File: src/target_block_tracker_macros.svh
// Assertion macros for the target block tracker.
`ifndef TARGET_BLOCK_TRACKER_MACROS_SVH
`define TARGET_BLOCK_TRACKER_MACROS_SVH

// Same-cycle implication, clocked on aclk and disabled during reset.
`define TBT_ASSERT_IMP(label, ante, cons, msg) \
    label: assert property (@(posedge aclk) disable iff (!aresetn) (ante) |-> (cons)) \
        else $error(msg);

// Next-cycle implication, clocked on aclk and disabled during reset.
`define TBT_ASSERT_NXT(label, ante, cons, msg) \
    label: assert property (@(posedge aclk) disable iff (!aresetn) (ante) |=> (cons)) \
        else $error(msg);

`endif

File: src/tbt_pkg.sv
// Shared types and constants for the target block tracker.
package tbt_pkg;

    localparam int SIG_W     = 16;   // block signature
    localparam int POS_W     = 9;    // pixel position / width
    localparam int LIM_W     = 8;    // loss counter and limit
    localparam int PIX_W     = 11;   // held point and angle
    localparam int CFG_IDX_W = 1;
    localparam int DIV_W     = 13;   // image width divisor, up to 8191
    localparam int MAG_W     = 18;   // |point * fov| stays below 2**MAG_W
    localparam int PROD_W    = MAG_W + 1;
    localparam int NLANES    = 3;    // centre, left, right

    localparam logic [CFG_IDX_W-1:0] REG_TARGET_SIG = 1'd0;
    localparam logic [CFG_IDX_W-1:0] REG_LOST_LIMIT = 1'd1;

    localparam logic [SIG_W-1:0] TARGET_SIG_RST = 16'd1;
    localparam logic [LIM_W-1:0] LOST_LIMIT_RST = 8'd10;

    localparam logic KIND_BLOCK = 1'b0;
    localparam logic KIND_EOF   = 1'b1;

    localparam logic [1:0] STATUS_SEEN = 2'd0;
    localparam logic [1:0] STATUS_HOLD = 2'd1;
    localparam logic [1:0] STATUS_LOST = 2'd2;

    // One frame result in pixel space, handed from front to back.
    typedef struct packed {
        logic signed [PIX_W-1:0] centre;
        logic signed [PIX_W-1:0] left;
        logic signed [PIX_W-1:0] right;
        logic [1:0]              status;
    } tbt_rec_t;

endpackage

File: src/target_block_tracker.sv
// Top level of the target block tracker: front end, queue, angle pipeline.
//
//   channel   direction  handshake          payload
//   s_        in         s_valid/s_ready    kind, signature, centre_x, block_width
//   m_        out        m_valid/m_ready    centre/left/right angle, status
//   cfg_      in         cfg_wr_en          cfg_index, cfg_wdata (no read-back)
//
// One input transaction per cycle. Block transactions update the frame's best
// match in the front end in the cycle they are accepted; an end-of-frame
// transaction makes one result, which passes the queue, the pipeline stages and
// the output register. The pipeline runs three lanes (centre, left, right) through
// multiply, reciprocal estimate, back-multiply and one correction step. s_ready
// drops only while the QUEUE_DEPTH entry queue is full; m_ready low with a result
// held freezes the whole angle pipeline. Synchronous active-low reset, no clearing pass.
`include "target_block_tracker_macros.svh"

module target_block_tracker #(
    parameter int FOV_DEGREES  = 75,
    parameter int IMAGE_WIDTH  = 320,
    parameter int IMAGE_CENTRE = 160,
    parameter int LOST_MARK    = 1000,
    parameter int QUEUE_DEPTH  = 4
) (
    input  logic                                aclk,
    input  logic                                aresetn,
    input  logic                                cfg_wr_en,
    input  logic [tbt_pkg::CFG_IDX_W-1:0]       cfg_index,
    input  logic [tbt_pkg::SIG_W-1:0]           cfg_wdata,
    input  logic                                s_valid,
    output logic                                s_ready,
    input  logic                                s_kind,
    input  logic [tbt_pkg::SIG_W-1:0]           s_signature,
    input  logic [tbt_pkg::POS_W-1:0]           s_centre_x,
    input  logic [tbt_pkg::POS_W-1:0]           s_block_width,
    output logic                                m_valid,
    input  logic                                m_ready,
    output logic signed [tbt_pkg::PIX_W-1:0]    m_centre_angle,
    output logic signed [tbt_pkg::PIX_W-1:0]    m_left_angle,
    output logic signed [tbt_pkg::PIX_W-1:0]    m_right_angle,
    output logic [1:0]                          m_status
);
    import tbt_pkg::*;

    // front -> queue
    logic     push;
    tbt_rec_t push_rec;
    logic     q_full;
    // queue -> angle pipeline
    logic     q_pop;
    logic     q_empty;
    tbt_rec_t q_rec;

    // classification and frame-end decisions, all in pixel space
    tbt_front #(
        .IMAGE_CENTRE (IMAGE_CENTRE),
        .LOST_MARK    (LOST_MARK)
    ) u_front (
        .aclk          (aclk),
        .aresetn       (aresetn),
        .cfg_wr_en     (cfg_wr_en),
        .cfg_index     (cfg_index),
        .cfg_wdata     (cfg_wdata),
        .s_valid       (s_valid),
        .s_ready       (s_ready),
        .s_kind        (s_kind),
        .s_signature   (s_signature),
        .s_centre_x    (s_centre_x),
        .s_block_width (s_block_width),
        .push          (push),
        .push_rec      (push_rec),
        .q_full        (q_full)
    );

    // decouples frame-end decisions from output back-pressure
    tbt_queue #(
        .DEPTH (QUEUE_DEPTH)
    ) u_queue (
        .aclk     (aclk),
        .aresetn  (aresetn),
        .push     (push),
        .push_rec (push_rec),
        .full     (q_full),
        .pop      (q_pop),
        .empty    (q_empty),
        .rd_rec   (q_rec)
    );

    // pixel-to-angle conversion; lost marks pass through untouched
    tbt_angle #(
        .FOV_DEGREES (FOV_DEGREES),
        .IMAGE_WIDTH (IMAGE_WIDTH),
        .LOST_MARK   (LOST_MARK)
    ) u_angle (
        .aclk           (aclk),
        .aresetn        (aresetn),
        .q_empty        (q_empty),
        .q_rec          (q_rec),
        .q_pop          (q_pop),
        .m_valid        (m_valid),
        .m_ready        (m_ready),
        .m_centre_angle (m_centre_angle),
        .m_left_angle   (m_left_angle),
        .m_right_angle  (m_right_angle),
        .m_status       (m_status)
    );

    // queue never written while full nor read while empty
    `TBT_ASSERT_IMP(a_no_overflow, push, !q_full, "frame result pushed into full queue")
    `TBT_ASSERT_IMP(a_no_underflow, q_pop, !q_empty, "angle pipeline popped empty queue")
    // a lone push must leave something for the back end
    `TBT_ASSERT_NXT(a_push_lands, push && !q_pop, !q_empty, "pushed frame result vanished")
    // on loss all three points carry the same mark
    `TBT_ASSERT_IMP(a_lost_flat, m_valid && (m_status == STATUS_LOST), (m_centre_angle == m_left_angle) && (m_left_angle == m_right_angle), "lost result with unequal points")

endmodule

File: src/tbt_front.sv
// Front end: config registers, per-frame best block search and frame-end decision.
module tbt_front #(
    parameter int IMAGE_CENTRE = 160,
    parameter int LOST_MARK    = 1000
) (
    input  logic                           aclk,
    input  logic                           aresetn,
    input  logic                           cfg_wr_en,
    input  logic [tbt_pkg::CFG_IDX_W-1:0]  cfg_index,
    input  logic [tbt_pkg::SIG_W-1:0]      cfg_wdata,
    input  logic                           s_valid,
    output logic                           s_ready,
    input  logic                           s_kind,
    input  logic [tbt_pkg::SIG_W-1:0]      s_signature,
    input  logic [tbt_pkg::POS_W-1:0]      s_centre_x,
    input  logic [tbt_pkg::POS_W-1:0]      s_block_width,
    output logic                           push,
    output tbt_pkg::tbt_rec_t              push_rec,
    input  logic                           q_full
);
    import tbt_pkg::*;

    localparam logic signed [PIX_W-1:0] MARK_POS = PIX_W'(LOST_MARK);
    localparam logic signed [PIX_W-1:0] MARK_NEG = -MARK_POS;
    localparam logic signed [DIV_W:0]   CENTRE_S = (DIV_W+1)'(IMAGE_CENTRE);

    logic [SIG_W-1:0]        target_reg;
    logic [LIM_W-1:0]        limit_reg;
    logic [POS_W-1:0]        best_width_reg;
    logic [POS_W-1:0]        best_centre_reg;
    logic                    match_seen_reg;
    logic [LIM_W-1:0]        lost_count_reg;
    logic [LIM_W-1:0]        lost_count_next;
    logic signed [PIX_W-1:0] held_centre_reg;
    logic signed [PIX_W-1:0] held_left_reg;
    logic signed [PIX_W-1:0] held_right_reg;

    logic                    accept;
    logic                    is_match;
    logic [POS_W-2:0]        half_width;
    logic signed [PIX_W-1:0] pt_centre;
    logic signed [PIX_W-1:0] pt_left;
    logic signed [PIX_W-1:0] pt_right;
    logic [LIM_W:0]          count_inc;
    logic                    over_limit;
    logic                    right_of_centre;
    logic signed [PIX_W-1:0] mark;
    tbt_rec_t                rec_next;

    assign s_ready  = !q_full;
    assign accept   = s_valid && s_ready;
    assign is_match = (s_signature == target_reg)
                      && (!match_seen_reg || (s_block_width > best_width_reg));

    assign half_width = best_width_reg[POS_W-1:1];
    assign pt_centre  = PIX_W'(best_centre_reg);
    assign pt_left    = PIX_W'(best_centre_reg) - PIX_W'(half_width);
    assign pt_right   = PIX_W'(best_centre_reg) + PIX_W'(half_width);

    assign count_inc       = {1'b0, lost_count_reg} + (LIM_W+1)'(1);
    assign over_limit      = count_inc > {1'b0, limit_reg};
    assign right_of_centre = (DIV_W+1)'(held_centre_reg) > CENTRE_S;
    assign mark            = right_of_centre ? MARK_POS : MARK_NEG;

    always_comb begin
        lost_count_next = count_inc[LIM_W-1:0];
        if (match_seen_reg) begin
            rec_next        = '{pt_centre, pt_left, pt_right, STATUS_SEEN};
            lost_count_next = '0;
        end else if (over_limit) begin
            rec_next        = '{mark, mark, mark, STATUS_LOST};
            lost_count_next = '0;
        end else begin
            rec_next = '{held_centre_reg, held_left_reg, held_right_reg, STATUS_HOLD};
        end
    end

    assign push     = accept && (s_kind == KIND_EOF);
    assign push_rec = rec_next;

    always_ff @(posedge aclk) begin
        if (!aresetn) begin
            target_reg      <= TARGET_SIG_RST;
            limit_reg       <= LOST_LIMIT_RST;
            best_width_reg  <= '0;
            best_centre_reg <= '0;
            match_seen_reg  <= 1'b0;
            lost_count_reg  <= '0;
            held_centre_reg <= '0;
            held_left_reg   <= '0;
            held_right_reg  <= '0;
        end else begin
            if (cfg_wr_en) begin
                case (cfg_index)
                    REG_TARGET_SIG: target_reg <= cfg_wdata;
                    REG_LOST_LIMIT: limit_reg  <= cfg_wdata[LIM_W-1:0];
                    default: ;
                endcase
            end
            if (accept) begin
                if (s_kind == KIND_BLOCK) begin
                    if (is_match) begin
                        best_width_reg  <= s_block_width;
                        best_centre_reg <= s_centre_x;
                        match_seen_reg  <= 1'b1;
                    end
                end else begin
                    held_centre_reg <= rec_next.centre;
                    held_left_reg   <= rec_next.left;
                    held_right_reg  <= rec_next.right;
                    lost_count_reg  <= lost_count_next;
                    best_width_reg  <= '0;
                    best_centre_reg <= '0;
                    match_seen_reg  <= 1'b0;
                end
            end
        end
    end

endmodule

File: src/tbt_queue.sv
// Small register FIFO between the front end and the angle pipeline.
module tbt_queue #(
    parameter int DEPTH = 4
) (
    input  logic              aclk,
    input  logic              aresetn,
    input  logic              push,
    input  tbt_pkg::tbt_rec_t push_rec,
    output logic              full,
    input  logic              pop,
    output logic              empty,
    output tbt_pkg::tbt_rec_t rd_rec
);
    import tbt_pkg::*;

    localparam int PTR_W = $clog2(DEPTH);
    localparam int CNT_W = $clog2(DEPTH + 1);

    tbt_rec_t         mem_reg [DEPTH];
    logic [PTR_W-1:0] wr_ptr_reg;
    logic [PTR_W-1:0] rd_ptr_reg;
    logic [CNT_W-1:0] count_reg;

    assign full   = count_reg == CNT_W'(DEPTH);
    assign empty  = count_reg == '0;
    assign rd_rec = mem_reg[rd_ptr_reg];

    always_ff @(posedge aclk) begin
        if (push) begin
            mem_reg[wr_ptr_reg] <= push_rec;
        end
    end

    always_ff @(posedge aclk) begin
        if (!aresetn) begin
            wr_ptr_reg <= '0;
            rd_ptr_reg <= '0;
            count_reg  <= '0;
        end else begin
            if (push) begin
                wr_ptr_reg <= (wr_ptr_reg == PTR_W'(DEPTH - 1)) ? '0 : wr_ptr_reg + PTR_W'(1);
            end
            if (pop) begin
                rd_ptr_reg <= (rd_ptr_reg == PTR_W'(DEPTH - 1)) ? '0 : rd_ptr_reg + PTR_W'(1);
            end
            case ({push, pop})
                2'b10:   count_reg <= count_reg + CNT_W'(1);
                2'b01:   count_reg <= count_reg - CNT_W'(1);
                default: count_reg <= count_reg;
            endcase
        end
    end

endmodule

File: src/tbt_angle.sv
// Back end: pixel-to-angle pipeline, three lanes, with output register.
module tbt_angle #(
    parameter int FOV_DEGREES = 75,
    parameter int IMAGE_WIDTH = 320,
    parameter int LOST_MARK   = 1000
) (
    input  logic                                aclk,
    input  logic                                aresetn,
    input  logic                                q_empty,
    input  tbt_pkg::tbt_rec_t                   q_rec,
    output logic                                q_pop,
    output logic                                m_valid,
    input  logic                                m_ready,
    output logic signed [tbt_pkg::PIX_W-1:0]    m_centre_angle,
    output logic signed [tbt_pkg::PIX_W-1:0]    m_left_angle,
    output logic signed [tbt_pkg::PIX_W-1:0]    m_right_angle,
    output logic [1:0]                          m_status
);
    import tbt_pkg::*;

    localparam int ANG_W = PROD_W + 1;

    localparam logic signed [PROD_W-1:0] FOV_S   = PROD_W'(FOV_DEGREES);
    localparam logic [MAG_W-1:0]         RECIP   = MAG_W'((1 << MAG_W) / IMAGE_WIDTH);
    localparam logic [DIV_W-1:0]         DIVISOR = DIV_W'(IMAGE_WIDTH);
    localparam logic signed [ANG_W-1:0]  HALF    = ANG_W'(FOV_DEGREES / 2);
    localparam logic signed [PIX_W-1:0]  MARK    = PIX_W'(LOST_MARK);
    localparam logic signed [ANG_W-1:0]  SAT_HI  = ANG_W'((1 << (PIX_W - 1)) - 1);
    localparam logic signed [ANG_W-1:0]  SAT_LO  = -ANG_W'(1 << (PIX_W - 1));

    logic adv;

    // stage 1: point * fov
    logic                    s1_valid_reg;
    logic [1:0]              s1_status_reg;
    logic signed [PIX_W-1:0] s1_pt_reg   [NLANES];
    logic                    s1_pass_reg [NLANES];
    logic signed [PROD_W-1:0] s1_prod_reg [NLANES];

    // stage 2: magnitude and reciprocal estimate
    logic                    s2_valid_reg;
    logic [1:0]              s2_status_reg;
    logic signed [PIX_W-1:0] s2_pt_reg   [NLANES];
    logic                    s2_pass_reg [NLANES];
    logic                    s2_neg_reg  [NLANES];
    logic [MAG_W-1:0]        s2_mag_reg  [NLANES];
    logic [MAG_W-1:0]        s2_qe_reg   [NLANES];

    // stage 3: estimate * divisor
    logic                    s3_valid_reg;
    logic [1:0]              s3_status_reg;
    logic signed [PIX_W-1:0] s3_pt_reg   [NLANES];
    logic                    s3_pass_reg [NLANES];
    logic                    s3_neg_reg  [NLANES];
    logic [MAG_W-1:0]        s3_mag_reg  [NLANES];
    logic [MAG_W-1:0]        s3_qe_reg   [NLANES];
    logic [MAG_W-1:0]        s3_qd_reg   [NLANES];

    logic                    m_valid_reg;
    logic [1:0]              m_status_reg;
    logic signed [PIX_W-1:0] m_angle_reg [NLANES];

    logic signed [PIX_W-1:0]  in_pt    [NLANES];
    logic                     in_pass  [NLANES];
    logic signed [PROD_W-1:0] in_prod  [NLANES];
    logic                     s1_neg   [NLANES];
    logic [MAG_W-1:0]         s1_mag   [NLANES];
    logic [2*MAG_W-1:0]       s1_full  [NLANES];
    logic [MAG_W+DIV_W-1:0]   s2_qd    [NLANES];
    logic [MAG_W-1:0]         s3_rem   [NLANES];
    logic [MAG_W-1:0]         s3_q     [NLANES];
    logic signed [ANG_W-1:0]  s3_qs    [NLANES];
    logic signed [ANG_W-1:0]  s3_ang   [NLANES];
    logic signed [PIX_W-1:0]  s3_out   [NLANES];

    // whole pipe stalls only when the output holds an untaken result
    assign adv   = !m_valid_reg || m_ready;
    assign q_pop = adv && !q_empty;

    assign in_pt[0] = q_rec.centre;
    assign in_pt[1] = q_rec.left;
    assign in_pt[2] = q_rec.right;

    always_comb begin
        for (int i = 0; i < NLANES; i++) begin
            in_pass[i] = !((in_pt[i] < MARK) && (in_pt[i] > -MARK));
            in_prod[i] = PROD_W'(in_pt[i]) * FOV_S;

            s1_neg[i]  = s1_prod_reg[i] < 0;
            s1_mag[i]  = s1_neg[i] ? MAG_W'(-s1_prod_reg[i]) : MAG_W'(s1_prod_reg[i]);
            s1_full[i] = (2*MAG_W)'(s1_mag[i]) * (2*MAG_W)'(RECIP);

            s2_qd[i] = (MAG_W+DIV_W)'(s2_qe_reg[i]) * (MAG_W+DIV_W)'(DIVISOR);

            // estimate is at most one short of the true quotient
            s3_rem[i] = s3_mag_reg[i] - s3_qd_reg[i];
            s3_q[i]   = s3_qe_reg[i] + MAG_W'(s3_rem[i] >= MAG_W'(DIVISOR));
            s3_qs[i]  = $signed(ANG_W'(s3_q[i]));
            s3_ang[i] = (s3_neg_reg[i] ? -s3_qs[i] : s3_qs[i]) - HALF;
            if (s3_pass_reg[i]) begin
                s3_out[i] = s3_pt_reg[i];
            end else if (s3_ang[i] > SAT_HI) begin
                s3_out[i] = SAT_HI[PIX_W-1:0];
            end else if (s3_ang[i] < SAT_LO) begin
                s3_out[i] = SAT_LO[PIX_W-1:0];
            end else begin
                s3_out[i] = s3_ang[i][PIX_W-1:0];
            end
        end
    end

    always_ff @(posedge aclk) begin
        if (!aresetn) begin
            s1_valid_reg <= 1'b0;
            s2_valid_reg <= 1'b0;
            s3_valid_reg <= 1'b0;
            m_valid_reg  <= 1'b0;
        end else if (adv) begin
            s1_valid_reg <= !q_empty;
            s2_valid_reg <= s1_valid_reg;
            s3_valid_reg <= s2_valid_reg;
            m_valid_reg  <= s3_valid_reg;
        end
    end

    always_ff @(posedge aclk) begin
        if (adv) begin
            s1_status_reg <= q_rec.status;
            s2_status_reg <= s1_status_reg;
            s3_status_reg <= s2_status_reg;
            m_status_reg  <= s3_status_reg;
            for (int i = 0; i < NLANES; i++) begin
                s1_pt_reg[i]   <= in_pt[i];
                s1_pass_reg[i] <= in_pass[i];
                s1_prod_reg[i] <= in_prod[i];

                s2_pt_reg[i]   <= s1_pt_reg[i];
                s2_pass_reg[i] <= s1_pass_reg[i];
                s2_neg_reg[i]  <= s1_neg[i];
                s2_mag_reg[i]  <= s1_mag[i];
                s2_qe_reg[i]   <= s1_full[i][2*MAG_W-1:MAG_W];

                s3_pt_reg[i]   <= s2_pt_reg[i];
                s3_pass_reg[i] <= s2_pass_reg[i];
                s3_neg_reg[i]  <= s2_neg_reg[i];
                s3_mag_reg[i]  <= s2_mag_reg[i];
                s3_qe_reg[i]   <= s2_qe_reg[i];
                s3_qd_reg[i]   <= s2_qd[i][MAG_W-1:0];

                m_angle_reg[i] <= s3_out[i];
            end
        end
    end

    assign m_valid        = m_valid_reg;
    assign m_status       = m_status_reg;
    assign m_centre_angle = m_angle_reg[0];
    assign m_left_angle   = m_angle_reg[1];
    assign m_right_angle  = m_angle_reg[2];

endmodule
File: config.mk
export PLATFORM = sky130hd
export DESIGN_NAME = target_block_tracker
export DESIGN_NICKNAME = d
export VERILOG_FILES = /design/src/tbt_pkg.sv /design/src/target_block_tracker.sv /design/src/tbt_front.sv /design/src/tbt_queue.sv /design/src/tbt_angle.sv
export VERILOG_INCLUDE_DIRS = /design/src /design/src/src
export SDC_FILE = /design/constraint.sdc
export NUM_CORES = 2
export LEC_CHECK = 0
export ABC_AREA = 1
export BUFFER_PORTS_ARGS = -buffer_cell sky130_fd_sc_hd__buf_2
export CAP_MARGIN = 30
export CORE_ASPECT_RATIO = 0.8
export CORE_MARGIN = 5
export CORE_UTILIZATION = 40
export CTS_CLUSTER_DIAMETER = 80
export DETAILED_ROUTE_END_ITERATION = 8
export GPL_TIMING_DRIVEN = 0
export PLACE_DENSITY_LB_ADDON = 0.1
export SETUP_SLACK_MARGIN = 0.3
export SYNTH_ARGS = -nofsm -noshare
export SYNTH_HDL_FRONTEND = slang
export SYNTH_SLANG_ARGS = --single-unit
File: constraint.sdc
create_clock -name aclk -period 12.22 [get_ports aclk]
set_clock_uncertainty 0.1 [all_clocks]
set_input_delay 0.611 -clock aclk [delete_from_list [all_inputs] [get_ports aclk]]
set_output_delay 0.611 -clock aclk [all_outputs]
set_load 0.03 [all_outputs]
==> qor.yml <==
status: "finished, final reports clean"
rows: 107
max_cap_viol_count: 0
cp.required_ns: 12.51
core_mm2: 0.107
holdPathStages: 3
grt_setup_unrepaired: "false"
place.gp.congestion: 0.822
startpoint_type: "flop"
reg2reg_from: "u_angle.s1_prod_reg[0][38]$_DFFE_PP_"
finalCritPeriodShare: 0.568
ioPinCount: 94
netlist_area_mm2: 0.0430
clk_latency_ns: 0.66
syn_inst: 4366
seq_area_mm2: 0.0173
yosysTopAreaCellShare: 0.357
hold_viol: 0
n_antenna_cell: 0
nets: 5400
hp-class: "input port to flop"
cp_max_fo: 6
synth_edf_count: 511
r2r_end: "u_angle.s2_qe_reg[0][27]$_DFFE_PP_"
largest_reg_flops: 140
synth_area_per_cell_um2: 9.84
drt-total-wl_mm: 92.4
synth_nets: 5226
setup_tns_ns: 0
grtUsageTotal: 0.164
ys.flop_type: "edfxtp_1"
rrSetupSlack_ns: 5.28
drtPass1Iterations: 5
root_buffer: "clkbuf_16"
critPathCaptureType: "flop"
h-tree-depth: 3
start_util: 0.403
clock_path_buffers: 3
clk_pin_slew_ns: 0.06
drc: 0
async_reset_ff_frac: 0
grt_max_degree: 122
ant_nets: 0
worstPathArrival_ns: 7.22
layout_min_cycle_time_ns: 6.94
layout-drive-gt1-share: 0.0655
path_class: "flop to flop"
dp_hpwl_mm: 72.1
grt_overflow: 0
dieArea_mm2: 0.114
fillers: 10400
synth_cell_types: 52
drt-initial-drc-count: 1392
yosysWarnings: 0
hold_ws_ns: 0.0716
postLayoutCoreUtil: 0.450
fmax_mhz: 144
cts_resized: 0
multi_input_area_mm2: 0.0227
holdPathEnd: "u_front.target_reg[10]$_SDFFE_PN0P_"
vias_per_cell: 4.78
post_cts_buffers: 0
synth_largest_area_cell: "edfxtp_1"
hold_start: "cfg_wdata[10]"
reg2regPathDepth: 23
cts.sinks: 608
worstMarginPinSlew_ns: 1.25
num_vias: 28700
slew_viol_final: 0
wl_per_cell_um: 15.4
ctsHoldBuffers: 0
cts-buffers-inserted: 69
relSlewSlack: 0.169
syn2layout_area_growth_pct: 11.5
cts_tree: "done"
grt_pass1_vias: 28500
die-height_um: 303
portBuffers: 93
finalSetupViolCount: 0
synthTopCellsByArea: "edfxtp_1, ha_1, fa_1"
antenna_found_initial: 1
ys_seq_elements: 608
synth_seq_area_share: 0.402
die_w_um: 376
grt_pass1_wl_mm: 151
## routing by layer
metal	vias to the layer above	track usage	routed length, um
met5	-	0	13
met4	2	0.0390	1980
met3	114	0.0292	3310
met2	363	0.245	38500
met1	13300	0.248	48600
li1	14900	-	-
## worst max path at each step
stage               slack [ns]  cells after the start                            startpoint                                  end
finish                    5.28                     23  u_angle.s1_prod_reg[0][38]$_DFFE_PP_   u_angle.s2_qe_reg[0][27]$_DFFE_PP_
global route              4.57                     21  u_angle.s1_prod_reg[0][38]$_DFFE_PP_   u_angle.s2_qe_reg[0][27]$_DFFE_PP_
CTS                       5.19                     23  u_angle.s1_prod_reg[0][38]$_DFFE_PP_   u_angle.s2_qe_reg[0][27]$_DFFE_PP_
detailed placement        5.17                     23  u_angle.s1_prod_reg[0][38]$_DFFE_PP_   u_angle.s2_qe_reg[0][27]$_DFFE_PP_
global placement          0.06                      3                               m_ready   u_angle.s2_qe_reg[0][29]$_DFFE_PP_
floorplan                 3.51                      2                               m_ready  u_angle.m_angle_reg[0][0]$_DFFE_PP_
## cells in the mapped netlist (all sizes together), types with 14 or more instances
| master | n |
|---|---|
| a21oi | 319 |
| a31oi | 20 |
| a32oi | 31 |
| buf | 16 |
| clkbuf | 56 |
| dfxtp | 97 |
| edfxtp | 511 |
| fa | 222 |
| ha | 581 |
| inv | 717 |
| nand2 | 794 |
| nand3 | 199 |
| nand3b | 14 |
| nand4 | 48 |
| nor2 | 253 |
| nor3 | 33 |
| o21ai | 137 |
| xnor2 | 57 |
| xor2 | 148 |
## per-stage QoR
stage / area (um^2) / setup slack (ns) / cells
2_1_floorplan: 43000 / 3.51 / 4366
3_3_place_gp: 45200 / 0.0608 / 5876
3_5_place_dp: 45500 / 5.17 / 5885
4_1_cts: 47900 / 5.19 / 6011
5_1_grt: 47900 / 4.57 / 6012
6_report: 47900 / 5.28 / 6012
## kinds of logic (layout without fill, tap and decap cells)
family / after synthesis / in the layout / synth area share
AO/OA/AOI/OAI: 591 / 591 / 0.0783
XOR/XNOR: 205 / 205 / 0.0418
adder cells (fa/ha/maj): 803 / 803 / 0.273
buffers and inverters: 790 / 1019 / 0.0693
flip-flops: 608 / 608 / 0.402
AND/OR/NAND/NOR: 1369 / 1369 / 0.136
## cell type report
class	count	area share
multi-input combinational	2968	0.475
sequential	608	0.361
inverter	718	0.0564
clock buffer	84	0.0392
tap	1417	0.0370
timing repair buffer	103	0.0140
clock inverter	42	0.0120
buffer	72	0.00590
## critical path: stages, from the launching register on
cell and delay [ns]:
edfxtp_1 0.48, inv_1 0.10, ha_1 0.14, inv_1 0.05, nor3_1 0.21, nand2_1 0.12, o41ai_1 0.55, a31oi_1 0.19
xor2_1 0.66, ha_1 0.32, inv_1 0.07, fa_1 0.47, inv_1 0.05, fa_1 0.51, fa_1 0.58, fa_1 0.42
ha_1 0.35, nand2_1 0.12, nor4_1 0.39, nand4_1 0.14, nand3_1 0.17, a21oi_1 0.14, o31ai_1 0.26, xor2_1 0.10
## cell usage in the layout, fill, tap and decap left out, types with 14 or more instances in the layout
| cell | count |
|---|---|
| a31oi_1 | 20 |
| nand4_1 | 48 |
| edfxtp_1 | 511 |
| inv_1 | 710 |
| ha_1 | 581 |
| nor2_2 | 16 |
| xnor2_1 | 57 |
| dfxtp_1 | 97 |
| nor3_1 | 33 |
| fa_1 | 222 |
| clkbuf_16 | 69 |
| a21oi_1 | 315 |
| o21ai_0 | 134 |
| clkbuf_1 | 61 |
| nand2_1 | 774 |
| nand2_2 | 20 |
| xor2_1 | 148 |
| a32oi_1 | 31 |
| nor2_1 | 228 |
| buf_2 | 100 |
| clkinv_2 | 14 |
| nand3b_1 | 14 |
| nand3_1 | 191 |
Power is not shown: default switching activity piles up to over one toggle a cycle in this logic, so the estimate is an artifact.
